## src/hw/rtl/i8dq_pkg.sv

```systemverilog
package i8dq_pkg;

  // output lanes carried by one result word
  localparam int unsigned NOUT = 8;

  localparam logic        CMD_LOAD = 1'b0;
  localparam logic        CMD_DATA = 1'b1;

  localparam logic        CFG_USE_ZP = 1'b0;
  localparam logic        CFG_ACTIVE = 1'b1;

  localparam logic [7:0]  ZP_MID     = 8'd128;
  localparam logic [15:0] FP16_QNAN  = 16'h7E00;
  localparam logic [15:0] FP16_QBIT  = 16'h0200;
  localparam logic [15:0] FP16_SIGN  = 16'h8000;
  localparam logic [15:0] FP16_INF   = 16'h7C00;

  typedef logic [15:0] fp16_t;

  typedef struct packed {
    logic adv;  // pipeline advances this cycle
    logic vld;  // last lane stage holds a data word
  } pipe_ctl_t;

  function automatic logic fp16_is_nan(fp16_t b);
    return (b[14:10] == 5'h1F) && (b[9:0] != 10'd0);
  endfunction

  function automatic logic fp16_is_inf(fp16_t b);
    return b[14:0] == FP16_INF[14:0];
  endfunction

  function automatic logic fp16_is_snan(fp16_t b);
    return fp16_is_nan(b) && !b[9];
  endfunction

endpackage

```

## src/hw/rtl/i8dq_merge.sv

```systemverilog
// masks inactive lanes and holds the result word
module i8dq_merge (
  input  logic                                   clk,
  input  logic                                   rst_n,
  input  i8dq_pkg::pipe_ctl_t                    ctl,
  input  logic [3:0]                             active_lanes,
  input  i8dq_pkg::fp16_t [i8dq_pkg::NOUT-1:0]   lane_res,
  output logic                                   out_tvalid,
  output logic [16*i8dq_pkg::NOUT-1:0]           out_tdata
);

  logic [16*i8dq_pkg::NOUT-1:0] word_c;

  always_comb begin
    for (int i = 0; i < i8dq_pkg::NOUT; i++) begin
      word_c[16*i +: 16] = (4'(i) < active_lanes) ? lane_res[i] : 16'd0;
    end
  end

  always_ff @(posedge clk) begin
    if (!rst_n) begin
      out_tvalid <= 1'b0;
    end else if (ctl.adv) begin
      out_tvalid <= ctl.vld;
    end
  end

  always_ff @(posedge clk) begin
    if (ctl.adv && ctl.vld) out_tdata <= word_c;
  end

endmodule

```

## config.mk

```make
export PLATFORM = sky130hd
export DESIGN_NAME = i8dq_merge
export DESIGN_NICKNAME = d
export VERILOG_FILES = /design/src/hw/rtl/i8dq_pkg.sv /design/src/hw/rtl/i8dq_merge.sv
export SDC_FILE = /design/constraint.sdc
export NUM_CORES = 1
export LEC_CHECK = 0
export BUFFER_PORTS_ARGS = -buffer_cell sky130_fd_sc_hd__buf_2
export CAP_MARGIN = 20
export CORE_MARGIN = 2
export CORE_UTILIZATION = 44
export CTS_CLUSTER_SIZE = 30
export DETAILED_ROUTE_END_ITERATION = 8
export PLACE_DENSITY_LB_ADDON = 0.1
export SLEW_MARGIN = 20
export SYNTH_ARGS = -nofsm -noshare
export SYNTH_HDL_FRONTEND = slang
export SYNTH_SLANG_ARGS = --single-unit
```

## constraint.sdc

```tcl
create_clock -name clk -period 4.9 [get_ports clk]
set_input_delay 0.245 -clock clk [delete_from_list [all_inputs] [get_ports clk]]
set_output_delay 0.245 -clock clk [all_outputs]
set_load 0.05 [all_outputs]
```

Yosys cells after proc, flatten, opt, wreduce, memory -nomap -nowiden:

Cells that the tools add are included.

* output and inout port bits: 129
* register bits: 129
* word-level logic and storage cells: 18

* reduce and logical (&&, ||, !) cells: 1
* order comparisons: 8

Operators with widths (count)
* $lt A3 B4 Y1 const A: 4
* $lt A1 B4 Y1 const A: 2
* $lt A2 B4 Y1 const A: 2
* $logic_and A1 B1 Y1: 1

Logic depth before layout (Yosys ltp):

* depth after elaboration: 1
* mapped depth: 4
* depth with buffers taken out: 2

Worst setup path after synthesis:

Ideal clock, no wire load.

* path type: input -> register
* from: input port ctl[0] (netlist bit)
* to: register out_tdata[0] (netlist bit) (enable)
* buffers on the path: 0
* arrival: 3.194 ns
* cell stages on the path: 1
* slack: 1.203 ns
* required time: 4.397 ns
* path through: and2_1

* word-level cells in the longest chain between the ends: 1

RTL lines
* start: declaration: RTL line i8dq_merge.sv:5 `input i8dq_pkg::pipe_ctl_t ctl,`
* $logic_and A1 B1 Y1: RTL line i8dq_merge.sv:29 `if (ctl.adv && ctl.vld) out_tdata <= word_c;`
* end signal: assignment: RTL line i8dq_merge.sv:29
* end: declaration: RTL line i8dq_merge.sv:9 `output logic [16*i8dq_pkg::NOUT-1:0] out_tdata`

No other way between the ends.
A chain may end at the register's enable or synchronous reset.

Worst setup path in the final report:

* from: register out_tdata[34] (netlist bit)
* to: output port out_tdata[34] (netlist bit)

No word-level cell between the ends.

==> flow_summary.ini <==
[logic_synthesis]
syn_area_um2 = 4860
synthTopCellsByArea = edfxtp_1, nor2b_1, and2_1, and3_1, and2b_1
synth.distinct_cells = 18
synth_seq_cells = 129
yosys_warnings = 0
syn_nets = 414
synthCells = 278
yosysSeqAreaShare_pct = 79.5
yosysTopAreaCell = edfxtp_1
synth.avg_cell_area_um2 = 17.5
post-synth-top-area-fraction_pct = 79.1

[clock_tree]
postCtsHoldBufs = 25
clk_pin_slew_worst_paths_ns = 0.06
cts_made_buffers = 17
clock_path_buffers = 2
cts_tree = done
htree_levels = 4
clock_sinks = 129
clock_latency_ns = 0.51
post-cts-setup-buffers = 0
cts_root_buf = clkbuf_8
cts_resized = 0

[worst_setup_path]
critPathMaxFanout = 1
reg2reg_depth = 2
crit_required_ns = 4.66
cp-endpoint = out_tdata[34]
crit_path_max_incr_delay_ns = 0.40
crit_path_end_kind = primary output
slowest_stage = edfxtp_1
path_buf_inv = 1
crit_chain = buf_2
cp.depth = 1
r2r_start = out_tvalid
reg2reg_slack_ns = 4.21
r2r_end = out_tvalid
critPathTopFamily = flip-flops
cp-start-kind = flop
worst-setup-path-type = reg -> out
startpoint = out_tdata[34]
cp_data_arrival_time_ns = 1.13

[drt]
drtAntennaViolNets = 0
totalWireLength_um = 11000
drt_iter0_markers = 128
wire_per_inst_um = 15.0
drc = 0
drt_first_pass_iters = 4
via_per_inst = 4.49
num_vias = 3282

[timing]
tns_ns = 0
slew_headroom_pct = 30.1
max_freq_ghz = 0.725
rsz0062_at_grt = no
final_max_slew_viol_count = 0
min_period_ns = 1.38
final_hold_viol_count = 0
tightest_slew_ns = 1.05
setup_viol = 0
fin_ws_ns = 3.52
period_share_pct = 28.1
final.setup_skew_ns = 0

[finish]
multi_input_area_um2 = 933
antenna_cells = 0
fill_cells = 803
area_growth_pct = 46.7
stdcell_count = 731
finalNetCount = 714
utilization_pct = 66.0
final-seq-area_um2 = 3860
drive_gt1_share_pct = 51.4

[floorplan]
die_area_um2 = 11900
io_pins = 265
fp.coreArea_um2 = 10800
fp.dieH_um = 109
die_w_um = 109
num_rows = 38
start_util_pct = 45.0

[power]
p_clk_share_pct = 39.1
p_sw_share_pct = 27.8
combPwrFrac_pct = 16.6
total_power_mw = 2.98
power_switching_mw = 0.829
internal_power_mw = 2.15
p_per_area_nw_per_um2 = 419
max-vdd-ir-drop_mv = 0.219
p_leak_nw = 2.94
p_seq_share_pct = 44.3

[run]
drv_cap = 0

[place]
dp.cells = 673
pre_cts_slack_ns = 3.03
gp_congestion = 0.782
port_buffers = 264
hpwlAfterDp_um = 7870

[global_route]
grt_max_degree = 55
antenna_found_initial = 0
grt-ovfl-total = 0
track_usage_pct = 18.8
grt_pass1_vias = 3203
grt_pass1_wl_um = 16200

[hold_path]
hp-class = in -> reg

[outcome]
outcome = finished clean
-- logic make-up after synthesis --
group / after synthesis / share of synthesized area (%)
simple gates: 134 / 18.1
buf+inv: 11 / 1.34
compound gates: 4 / 1.03
flops: 129 / 79.5
-- metrics by stage --
stage | instance area, µm² | hold slack (ns)
after CTS | 7120 | 0.000549
after detailed placement | 6310 | 0.476
after global placement | 6310 | 0.472
after floorplan | 4860 | 0.363
final | 7130 | 0.0203
after global routing | 7130 | 0.00563
-- area by class of cell --
class                           instances  area share [%]
Tap cell                              140            2.46
Clock inverter                         15            2.04
Timing Repair Buffer                  292            22.4
Multi-Input combinational cell        138            13.1
Sequential cell                       129            54.2
Clock buffer                           17            5.81
-- worst min path at each step --
| stage | start | to | slack [ns] | cells past startpoint |
|---|---|---|---|---|
| 3_5_place_dp | rst_n | out_tvalid | 0.48 | 2 |
| 6_report | lane_res[25] | out_tdata[25] | 0.02 | 2 |
| 5_1_grt | lane_res[52] | out_tdata[52] | 0.006 | 2 |
| 2_1_floorplan | rst_n | out_tvalid | 0.36 | 1 |
| 3_3_place_gp | rst_n | out_tvalid | 0.47 | 2 |
| 4_1_cts | lane_res[102] | out_tdata[102] | 0.0005 | 2 |
-- cell usage in the layout (no fill, tap or decap) --
master and n:
buf_2 264, edfxtp_1 128, nor2b_1 73, and2_1 32
dlygate4sd3_1 26, and3_1 16, clkbuf_16 16, and2b_1 8
clkinvlp_4 6, clkinv_2 3, bufinv_16 2, clkinv_1 2
clkinv_4 2, buf_4 2, and2_4 1, a211oi_2 1
or2_4 1, or3_4 1, a21oi_2 1, a31oi_4 1
nor3_4 1, nor4_4 1, o21a_1 1, clkbuf_8 1
dfxtp_1 1
-- Yosys cell counts --
cell,number
and3_1,16
nor3_4,1
a21oi_2,1
edfxtp_1,128
and2_1,33
clkbuf_1,2
buf_2,4
or2_4,1
nor2b_1,73
dfxtp_1,1
a211oi_2,1
and2b_1,8
buf_6,2
nor4_4,1
a31oi_4,1
clkbuf_2,3
or3_4,1
o21a_1,1
-- power groups by stage --
stage	clock network (mW)	logic, mW	registers (mW)
2_1_floorplan	0	0.0729	1.62
5_1_grt	1.24	0.524	1.33
4_1_cts	1.19	0.499	1.32
3_3_place_gp	0	0.479	1.34
3_5_place_dp	0	0.483	1.34
6_report	1.17	0.496	1.32
-- state kept, by name, summed over array words and instances (netlist names) --
signal and count:
out_tdata 128, out_tvalid 1
-- layer usage --
metal	wire length, µm	global-route usage (%)	vias up
met5	0	0	-
met4	349	10.5	0
met3	1200	8.79	27
met2	5570	30.4	168
met1	3880	20.2	1491
li1	-	-	1596
Note: power is estimated with default switching activity, not from simulation.
