**src/hw/rtl/i8dq_pkg.sv**
```systemverilog
package i8dq_pkg;

  // output lanes carried by one result word
  localparam int unsigned NOUT = 8;

  localparam logic        CMD_LOAD = 1'b0;
  localparam logic        CMD_DATA = 1'b1;

  localparam logic        CFG_USE_ZP = 1'b0;
  localparam logic        CFG_ACTIVE = 1'b1;

  localparam logic [7:0]  ZP_MID     = 8'd128;
  localparam logic [15:0] FP16_QNAN  = 16'h7E00;
  localparam logic [15:0] FP16_QBIT  = 16'h0200;
  localparam logic [15:0] FP16_SIGN  = 16'h8000;
  localparam logic [15:0] FP16_INF   = 16'h7C00;

  typedef logic [15:0] fp16_t;

  typedef struct packed {
    logic adv;  // pipeline advances this cycle
    logic vld;  // last lane stage holds a data word
  } pipe_ctl_t;

  function automatic logic fp16_is_nan(fp16_t b);
    return (b[14:10] == 5'h1F) && (b[9:0] != 10'd0);
  endfunction

  function automatic logic fp16_is_inf(fp16_t b);
    return b[14:0] == FP16_INF[14:0];
  endfunction

  function automatic logic fp16_is_snan(fp16_t b);
    return fp16_is_nan(b) && !b[9];
  endfunction

endpackage

```
**src/hw/rtl/i8dq_lane.sv**
```systemverilog
// one lane: fused round16(q*sc + off), four register stages
module i8dq_lane (
  input  logic                clk,
  input  logic                en,
  input  logic [7:0]          q,
  input  i8dq_pkg::fp16_t     sc,
  input  i8dq_pkg::fp16_t     off,
  output i8dq_pkg::fp16_t     res
);

  localparam int MW = 49;

  // stage 1 comb
  logic            sc_nan, sc_inf, sc_snan, of_nan, of_inf, of_snan;
  logic            spec_c;
  i8dq_pkg::fp16_t spec_v_c;
  logic [10:0]     sig_s, sig_o;
  logic [4:0]      es_c, eo_c;

  always_comb begin
    sc_nan  = i8dq_pkg::fp16_is_nan(sc);
    sc_inf  = i8dq_pkg::fp16_is_inf(sc);
    sc_snan = i8dq_pkg::fp16_is_snan(sc);
    of_nan  = i8dq_pkg::fp16_is_nan(off);
    of_inf  = i8dq_pkg::fp16_is_inf(off);
    of_snan = i8dq_pkg::fp16_is_snan(off);
    spec_c   = 1'b1;
    spec_v_c = '0;
    if (sc_inf && q == 8'd0 && of_nan && !of_snan) begin
      spec_v_c = i8dq_pkg::FP16_QNAN;
    end else if (of_snan) begin
      spec_v_c = off | i8dq_pkg::FP16_QBIT;
    end else if (sc_snan) begin
      spec_v_c = sc | i8dq_pkg::FP16_QBIT;
    end else if (of_nan) begin
      spec_v_c = off;
    end else if (sc_nan) begin
      spec_v_c = sc;
    end else if (sc_inf) begin
      spec_v_c = (q == 8'd0 || (of_inf && off[15] != sc[15])) ? i8dq_pkg::FP16_QNAN : sc;
    end else if (of_inf) begin
      spec_v_c = off;
    end else begin
      spec_c = 1'b0;
    end
    sig_s = (sc[14:10] == 5'd0) ? {1'b0, sc[9:0]} : {1'b1, sc[9:0]};
    sig_o = (off[14:10] == 5'd0) ? {1'b0, off[9:0]} : {1'b1, off[9:0]};
    es_c  = (sc[14:10] == 5'd0) ? 5'd0 : sc[14:10] - 5'd1;
    eo_c  = (off[14:10] == 5'd0) ? 5'd0 : off[14:10] - 5'd1;
  end

  // stage 1 regs
  logic [18:0]     p_r;
  logic [4:0]      es_r, eo_r;
  logic [10:0]     sigo_r;
  logic            ss_r, so_r, sp1_r;
  i8dq_pkg::fp16_t spv1_r;

  always_ff @(posedge clk) begin
    if (en) begin
      p_r    <= 19'(sig_s) * 19'(q);
      es_r   <= es_c;
      eo_r   <= eo_c;
      sigo_r <= sig_o;
      ss_r   <= sc[15];
      so_r   <= off[15];
      sp1_r  <= spec_c;
      spv1_r <= spec_v_c;
    end
  end

  // stage 2: align, signed add as magnitude
  logic [MW-1:0] pm, am, mag_c;
  logic          neg_c;

  always_comb begin
    pm = MW'(p_r) << es_r;
    am = MW'(sigo_r) << eo_r;
    if (ss_r == so_r) begin
      mag_c = pm + am;
      neg_c = ss_r;
    end else if (pm > am) begin
      mag_c = pm - am;
      neg_c = ss_r;
    end else if (am > pm) begin
      mag_c = am - pm;
      neg_c = so_r;
    end else begin
      mag_c = '0;
      neg_c = 1'b0;   // exact cancel gives +0
    end
  end

  logic [MW-1:0]   mag2_r;
  logic            neg2_r, sp2_r;
  i8dq_pkg::fp16_t spv2_r;

  always_ff @(posedge clk) begin
    if (en) begin
      mag2_r <= mag_c;
      neg2_r <= neg_c;
      sp2_r  <= sp1_r;
      spv2_r <= spv1_r;
    end
  end

  // stage 3: leading one search
  logic [5:0] sh_c;

  always_comb begin
    sh_c = '0;
    for (int k = 11; k < MW; k++) begin
      if (mag2_r[k]) sh_c = 6'(k - 10);
    end
  end

  logic [MW-1:0]   mag3_r;
  logic [5:0]      sh3_r;
  logic            neg3_r, sp3_r;
  i8dq_pkg::fp16_t spv3_r;

  always_ff @(posedge clk) begin
    if (en) begin
      mag3_r <= mag2_r;
      sh3_r  <= sh_c;
      neg3_r <= neg2_r;
      sp3_r  <= sp2_r;
      spv3_r <= spv2_r;
    end
  end

  // stage 4: shift and round to nearest even
  logic [MW-1:0]   shd, lowmask;
  logic [11:0]     sig_r12;
  logic [10:0]     sig;
  logic [6:0]      ex;
  logic            rbit, stk;
  logic [16:0]     bits;
  i8dq_pkg::fp16_t res_c;

  always_comb begin
    shd     = mag3_r >> sh3_r;
    lowmask = '0;
    rbit    = 1'b0;
    stk     = 1'b0;
    sig     = shd[10:0];
    ex      = 7'(sh3_r);
    sig_r12 = {1'b0, sig};
    bits    = '0;
    if (sh3_r == 6'd0) begin
      res_c = {neg3_r, 4'd0, mag3_r[10:0]};
    end else begin
      lowmask = (MW'(1) << (sh3_r - 6'd1)) - MW'(1);
      rbit    = mag3_r[sh3_r - 6'd1];
      stk     = |(mag3_r & lowmask);
      sig_r12 = {1'b0, sig} + 12'(rbit && (stk || sig[0]));
      if (sig_r12[11]) begin
        sig_r12 = 12'd1024;
        ex      = ex + 7'd1;
      end
      bits = (17'(ex) << 10) + 17'(sig_r12);
      if (bits >= 17'(i8dq_pkg::FP16_INF)) bits = 17'(i8dq_pkg::FP16_INF);
      res_c = {neg3_r, bits[14:0]};
    end
    if (sp3_r) res_c = spv3_r;
  end

  always_ff @(posedge clk) begin
    if (en) res <= res_c;
  end

endmodule

```
**config.mk**
```make
export PLATFORM = sky130hd
export DESIGN_NAME = i8dq_lane
export DESIGN_NICKNAME = d
export VERILOG_FILES = /design/src/hw/rtl/i8dq_pkg.sv /design/src/hw/rtl/i8dq_lane.sv
export SDC_FILE = /design/constraint.sdc
export NUM_CORES = 1
export LEC_CHECK = 0
export BUFFER_PORTS_ARGS = -buffer_cell sky130_fd_sc_hd__buf_4
export CAP_MARGIN = 20
export CORE_MARGIN = 10
export CORE_UTILIZATION = 55
export DETAILED_ROUTE_END_ITERATION = 10
export GPL_TIMING_DRIVEN = 0
export PLACE_DENSITY = 0.76
export SYNTH_ARGS = -nofsm -noshare
export SYNTH_HDL_FRONTEND = slang
export SYNTH_SLANG_ARGS = --single-unit
```
**constraint.sdc**
```tcl
create_clock -name clk -period 18.45 [get_ports clk]
set_clock_uncertainty 0.05 [all_clocks]
set_input_delay 0.9225 -clock clk [delete_from_list [all_inputs] [get_ports clk]]
set_output_delay 0.9225 -clock clk [all_outputs]
set_load 0.01 [all_outputs]
```
-- Word level (Yosys, flattened, before mapping)
Cells that the tools add are included.
W data, S select, Z words.
- register bits after elaboration: 215
- input bits: 42
- output and inout port bits: 16
- add/sub/neg operators: 10
- multiply operators: 1
- order comparisons: 4
- equality and inequality tests: 6
- shift operators: 4
- multiplexer cells: 62
- bitwise operators: 1
- reduce and logical (&&, ||, !) cells: 25
- operator list (cell ; number):
    $mux W6 ; 30
    $mux W49 ; 3
    $mux W16 ; 8
    $gt A49 B49 Y1 ; 2
    $sub A49 B49 Y49 ; 2
    $add A49 B49 Y49 ; 1
    $and A49 B49 Y49 ; 1
    $reduce_or A49 Y1 ; 1
    $shl A1 B6 Y49 const A ; 1
    $shl A11 B5 Y49 ; 1
    $shl A19 B5 Y49 ; 1
    $shr A49 B6 Y11 ; 1
    $sub A49 B2 Y49 const B ; 1
    $mux W11 ; 3
    $eq A15 B15 Y1 const B ; 2
    $mux W15 ; 2
    $reduce_bool A10 Y1 ; 2
    $mul A11 B8 Y19 ; 1
    $add A17 B12 Y17 ; 1
    $ge A17 B15 Y1 const B ; 1
    $mux W7 ; 2
    $add A11 B1 Y12 ; 1
    $mux W12 ; 1
    $mux W3 ; 4
    19 further kinds ; 40

-- Depth between registers and ports, before layout
- word-level depth: 37
- depth in mapped cells: 31
- depth with buffers taken out: 24

-- Worst setup path before layout
OpenSTA, ideal clock, no wires.
- kind: register -> register
- from: register sh3_r[0]
- to: register res[3], data pin
- arrival time: 6186 ps
- slack: 12051 ps
- cell stages (with the launch flop): 31
- path buffers: 7
- clock period less this slack: 6399 ps
- cells stage by stage: edfxtp_1 > buf_6 > buf_12 > buf_6 > buf_6 > inv_2 > ha_1 > clkbuf_1 > clkbuf_1 > mux4_2 > mux4_2 > nor2_1 > nor3_2 > and2_1 > ha_1 > nand3b_1 > inv_1 > nand3_1 > mux2_2 > ha_1 > ha_1 > nand2b_1 > nor2b_1 > nand4_1 > o31a_1 > a211oi_1 > o2bb2ai_1 > a21o_1 > or4_4 > buf_6 > o31ai_4
- longest elaborated chain between the ends: 15
- elaborated cells between the ends (all ways): 22
- ends and longest elaborated chain (element ; line ; source):
    start: declaration ; i8dq_lane.sv:118 ; logic [5:0] sh3_r;
    start signal: assignment ; i8dq_lane.sv:125 ; sh3_r <= sh_c;
    $sub A6 B1 Y6 ; i8dq_lane.sv:153, i8dq_lane.sv:154 ;
    $shl A1 B6 Y49 ; i8dq_lane.sv:153 ; lowmask = (MW'(1) << (sh3_r - 6'd1)) - MW'(1);
    $sub A49 B2 Y49 ; i8dq_lane.sv:153 ;
    $and A49 B49 Y49 ; i8dq_lane.sv:155 ; stk = |(mag3_r & lowmask);
    $reduce_or A49 Y1 ; i8dq_lane.sv:155 ;
    $logic_or A1 B1 Y1 ; i8dq_lane.sv:156 ; sig_r12 = {1'b0, sig} + 12'(rbit && (stk || sig[0]));
    $logic_and A1 B1 Y1 ; i8dq_lane.sv:156 ;
    $add A11 B1 Y12 ; i8dq_lane.sv:156 ;
    $mux W11 or $mux W7 (tied branches) ; i8dq_lane.sv:157 ; if (sig_r12[11]) begin
    $mux W12 or $mux W7 (tied branches) ; i8dq_lane.sv:150 ; if (sh3_r == 6'd0) begin
    $add A17 B12 Y17 ; i8dq_lane.sv:161 ; bits = (17'(ex) << 10) + 17'(sig_r12);
    $ge A17 B15 Y1 ; i8dq_lane.sv:162 ; if (bits >= 17'(i8dq_pkg::FP16_INF)) bits = 17'(i8dq_pkg::FP16_INF);
    $mux W15 ; i8dq_lane.sv:162 ;
    $mux W15 (*) ; i8dq_lane.sv:150 ;
    $mux W16 (*) ; i8dq_lane.sv:165 ; if (sp3_r) res_c = spv3_r;
    via res_c[3] ; i8dq_lane.sv:139 ; i8dq_pkg::fp16_t res_c;
    end signal: assignment ; i8dq_lane.sv:169 ; if (en) res <= res_c;
    end: declaration ; i8dq_lane.sv:8 ; output i8dq_pkg::fp16_t res
Mark *: on every way through the listed nets, which the timed path passes. The rest lies on a longest branch. The select of a mux whose other input is x is not followed.
A chain may end at the register's enable or synchronous reset.

-- Worst setup path after layout
- from: register es_r[0]
- to: register mag2_r[44], data pin
- longest elaborated chain between the ends: 5
- elaborated cells between the ends (all ways): 9
- ends and longest elaborated chain (element ; line ; source):
    start: declaration ; i8dq_lane.sv:54 ; logic [4:0] es_r, eo_r;
    start signal: assignment ; i8dq_lane.sv:62 ; es_r <= es_c;
    $shl A19 B5 Y49 (*) ; i8dq_lane.sv:77 ; pm = MW'(p_r) << es_r;
    $sub A49 B49 Y49 or $gt A49 B49 Y1 (tied branches) ; i8dq_lane.sv:86, i8dq_lane.sv:85 ;
    $mux W49 ; i8dq_lane.sv:85 ; end else if (am > pm) begin
    $mux W49 ; i8dq_lane.sv:82 ; end else if (pm > am) begin
    $mux W49 (*) ; i8dq_lane.sv:79 ; if (ss_r == so_r) begin
    via mag_c[44] ; i8dq_lane.sv:73 ; logic [MW-1:0] pm, am, mag_c;
    end signal: assignment ; i8dq_lane.sv:100 ; mag2_r <= mag_c;
    end: declaration ; i8dq_lane.sv:94 ; logic [MW-1:0] mag2_r;
Mark *: on every way through the listed nets, which the timed path passes. The rest lies on a longest branch.

==> results.sh <==
export IMPL_outcome="completed"
export IMPL_r2r_setup_slack_ns=9.29
export IMPL_avgViaCountPerCell=7.00
export IMPL_yosysUniqueCellTypes=105
export IMPL_antenna_found_initial=1
export IMPL_critical_path_buf_inv_count=7
export IMPL_final_max_slew_viol_count=0
export IMPL_min_period_over_period_pct=49.7
export IMPL_wirelength_um=110000
export IMPL_postCtsHoldBufs=0
export IMPL_cp_top_family="compound AO/OA/AOI/OAI gates"
export IMPL_ys_ff_latch=215
export IMPL_cp_num_cells=22
export IMPL_htreeDepth=1
export IMPL_grt_pass1_wl_um=165000
export IMPL_die_h_um=242
export IMPL_ys_seq_area_share_pct=23.9
export IMPL_grt_start_max_net_pins=112
export IMPL_critical_path_slowest_cell="o21ai_1"
export IMPL_routedWlPerCell_um=27.6
export IMPL_yosys_area_top_type_share_pct=23.9
export IMPL_yosysMostFrequentCell="nand2_1"
export IMPL_drc=0
export IMPL_grt_pass1_vias=26731
export IMPL_clock_path_buffers=3
export IMPL_crit_type="reg -> reg"
export IMPL_worst_path_most_repeated_cell="clkbuf_1"
export IMPL_globalplace_congestion=1.08
export IMPL_yosys_area_top_type="edfxtp_1"
export IMPL_fin_nets=3599
export IMPL_clock_latency_ns=0.55
export IMPL_synthSimpleGateAreaFrac_pct=19.2
export IMPL_ys_top_cells_by_area="edfxtp_1 24%, ha_1 8.3%, a21oi_1 5.3%, mux4_2 5.2%, nand2_1 4.7%"
export IMPL_cts_tree="done"
export IMPL_reg2reg_depth=22
export IMPL_period_needed_ns=9.16
export IMPL_synth_ff_type="edfxtp_1"
export IMPL_max_slew_margin_pct=22.6
export IMPL_cts_sinks=215
export IMPL_start_util_pct=55.4
export IMPL_cts_resized=0
export IMPL_worst_ep_required_time_ns=18.64
export IMPL_ys_async_sr_fraction_pct=0
export IMPL_syn_cell_area_sq_mm=0.0271
export IMPL_worstSetupEndpointType="flip-flop"
export IMPL_synth_edf_count=215
export IMPL_drtAntennaViolNets=0
export IMPL_synth_compound_area_share_pct=24.3
export IMPL_total_power_mw=3.69
export IMPL_r2r_end="mag2_r[44]"
export IMPL_drtIter0Drc=3952
export IMPL_dpl_hpwl_um=86500
export IMPL_syn_to_final_growth_pct=7.26
export IMPL_drtPass1Iterations=9
export IMPL_startpoint="es_r[0]"
export IMPL_worstPathCellList="clkbuf_1, clkbuf_1, clkbuf_1, mux2i_1, mux2i_1, mux2_2, nand2_1, o21ai_0, o21ai_0, inv_1, ha_1, clkbuf_1, nand4_1, nor2_1, nand3_1, a211oi_1, o22ai_1, o21ai_1, nand2_1, clkbuf_1, buf_1, o221ai_1"
export IMPL_dieArea_sq_mm=0.0585
export IMPL_cap_violations=0
export IMPL_cp_slowest_stage_delay_ns=0.92
export IMPL_synth_top_family_by_area="compound AO/OA/AOI/OAI gates"
export IMPL_die_x_um=242
export IMPL_port_buffers=48
export IMPL_synth_cells=3244
export IMPL_max_freq_mhz=109
export IMPL_synth_adder_area_share_pct=12.5
export IMPL_synth_xor_area_share_pct=3.35
export IMPL_hold_viol=0
export IMPL_ir_drop_mv=0.109
export IMPL_avgSynthCellArea_sq_um=8.34
export IMPL_leakage_nw=11.7
export IMPL_startpoint_type="flip-flop"
export IMPL_drive_gt1_share_pct=8.60
export IMPL_ios=58
export IMPL_setup_viol=0
export IMPL_num_vias=28007
export IMPL_core_sq_mm=0.0488
export IMPL_cts_buffers_inserted=23
export IMPL_synthTopCellsByCount="336 x nand2_1, 284 x a21oi_1, 264 x nor2_1"
export IMPL_rsz0062_at_grt="no"
export IMPL_grt_overflow=0
export IMPL_post_cts_buffers=0
export IMPL_clkSlewWorstSetupHoldPaths_ns=0.06
export IMPL_cp_arrival_ns=9.35
export IMPL_hold_path_class="reg -> reg"
export IMPL_crit_path_end="mag2_r[44]"
export IMPL_worst_slew_pin_slew_ns=1.16
export IMPL_setup_tns_final_ns=0
export IMPL_groute_usage_overall_pct=35.9
export IMPL_synth_warnings=0
export IMPL_synth_mux_area_share_pct=9.72
export IMPL_synthesis_nets=3523
export IMPL_num_rows=81
export IMPL_powerDensity_mw_per_mm2=127
export IMPL_path_max_fanout=10
export IMPL_cts_root_buffer="clkbuf_16"
export IMPL_r2r_start="es_r[0]"
cells by family (layout without fill, tap and decap cells):
kind of cell               Yosys count  in the layout
and+or+nand+nor                   1069           1069
AOI/OAI and AO/OA                  995            995
buffers and inverters              450            542
adders and majority gates          237            237
DFF                                215            215
muxes                              177            177
xor gates and xnor gates           101            101
other                                0              2
metrics by stage:
| step | instances | setup slack [ns] | area, sq um | utilization (%) | hold WS (ns) |
|---|---|---|---|---|---|
| finish | 4002 | 9.29 | 29000 | 59.4 | 0.367 |
| global route | 4000 | 9.33 | 29000 | 59.4 | 0.374 |
| CTS | 4000 | 9.83 | 29000 | 59.4 | 0.369 |
| detailed placement | 3959 | 9.93 | 28300 | 58.0 | 0.355 |
| global placement | 3956 | 10.16 | 28300 | 57.9 | 0.351 |
| floorplan | 3244 | 12.05 | 27100 | - | 0.350 |
per-layer routing:
| layer | part of all wire (%) | vias up | GRT usage, % |
|---|---|---|---|
| li1 | - | 12056 | - |
| met1 | 35 | 13337 | 42.5 |
| met2 | 45 | 2044 | 57.3 |
| met3 | 11 | 568 | 6.83 |
| met4 | 8.9 | 2 | 26.9 |
| met5 | 0.064 | - | 0.923 |
how the worst min path moves through the flow:
stage	startpoint	to	cells after the start
floorplan	mag2_r[0]	mag3_r[0]	0
CTS	sp2_r	sp3_r	0
global route	spv2_r[8]	spv3_r[8]	0
global placement	spv1_r[12]	spv2_r[12]	0
finish	sp2_r	sp3_r	0
detailed placement	sp2_r	sp3_r	0
registers in the layout (all words and copies together), names as in the netlist, 5 cells and up:
name    cells
eo_r        5
es_r        5
mag2_r     49
mag3_r     49
p_r        19
res        16
sh3_r       6
sigo_r     11
spv1_r     16
spv2_r     16
spv3_r     16
report_power, final:
part	total (mW)	internal (mW)	switching (mW)
sequential	0.855	0.697	0.158
combinational	2.40	0.847	1.55
clock	0.439	0.245	0.194
placed cells by master (no fill, tap or decap), types with 44 or more instances in the layout:
cell	synthesis	layout
a21oi_1	284	284
and2_1	67	67
buf_4	7	55
clkbuf_1	150	152
edfxtp_1	215	215
fa_1	57	57
ha_1	180	180
inv_1	236	236
mux2i_1	82	82
mux4_2	63	63
nand2_1	336	336
nand2b_1	49	49
nand3_1	60	60
nand4_1	44	44
nor2_1	264	264
nor2b_1	46	46
nor3_1	66	66
o21ai_0	190	190
o21bai_1	61	61
xnor2_1	71	71
area by class of cell:
| class | instances | area [sq um] |
|---|---|---|
| plain buffers | 206 | 986 |
| clock inverters | 16 | 131 |
| repair buffers | 51 | 414 |
| clock buffers | 25 | 583 |
| well taps | 664 | 831 |
| fillers | 4355 | 19800 |
| inverters | 244 | 916 |
| multi-input cells | 2579 | 18700 |
| flip-flops and latches | 215 | 6460 |
| diodes | 2 | 5.00 |
worst reg2reg max path: stages (launching register included):
cell and delay [ns]:
edfxtp_1 0.36, clkbuf_1 0.45, clkbuf_1 0.46, clkbuf_1 0.46
mux2i_1 0.29, mux2i_1 0.13, mux2_2 0.31, nand2_1 0.07
o21ai_0 0.14, o21ai_0 0.72, inv_1 0.17, ha_1 0.32
clkbuf_1 0.38, nand4_1 0.21, nor2_1 0.35, nand3_1 0.14
a211oi_1 0.37, o22ai_1 0.23, o21ai_1 0.92, nand2_1 0.53
clkbuf_1 0.53, buf_1 0.59, o221ai_1 0.69
No activity file was read; power rests on OpenSTA's default activity.
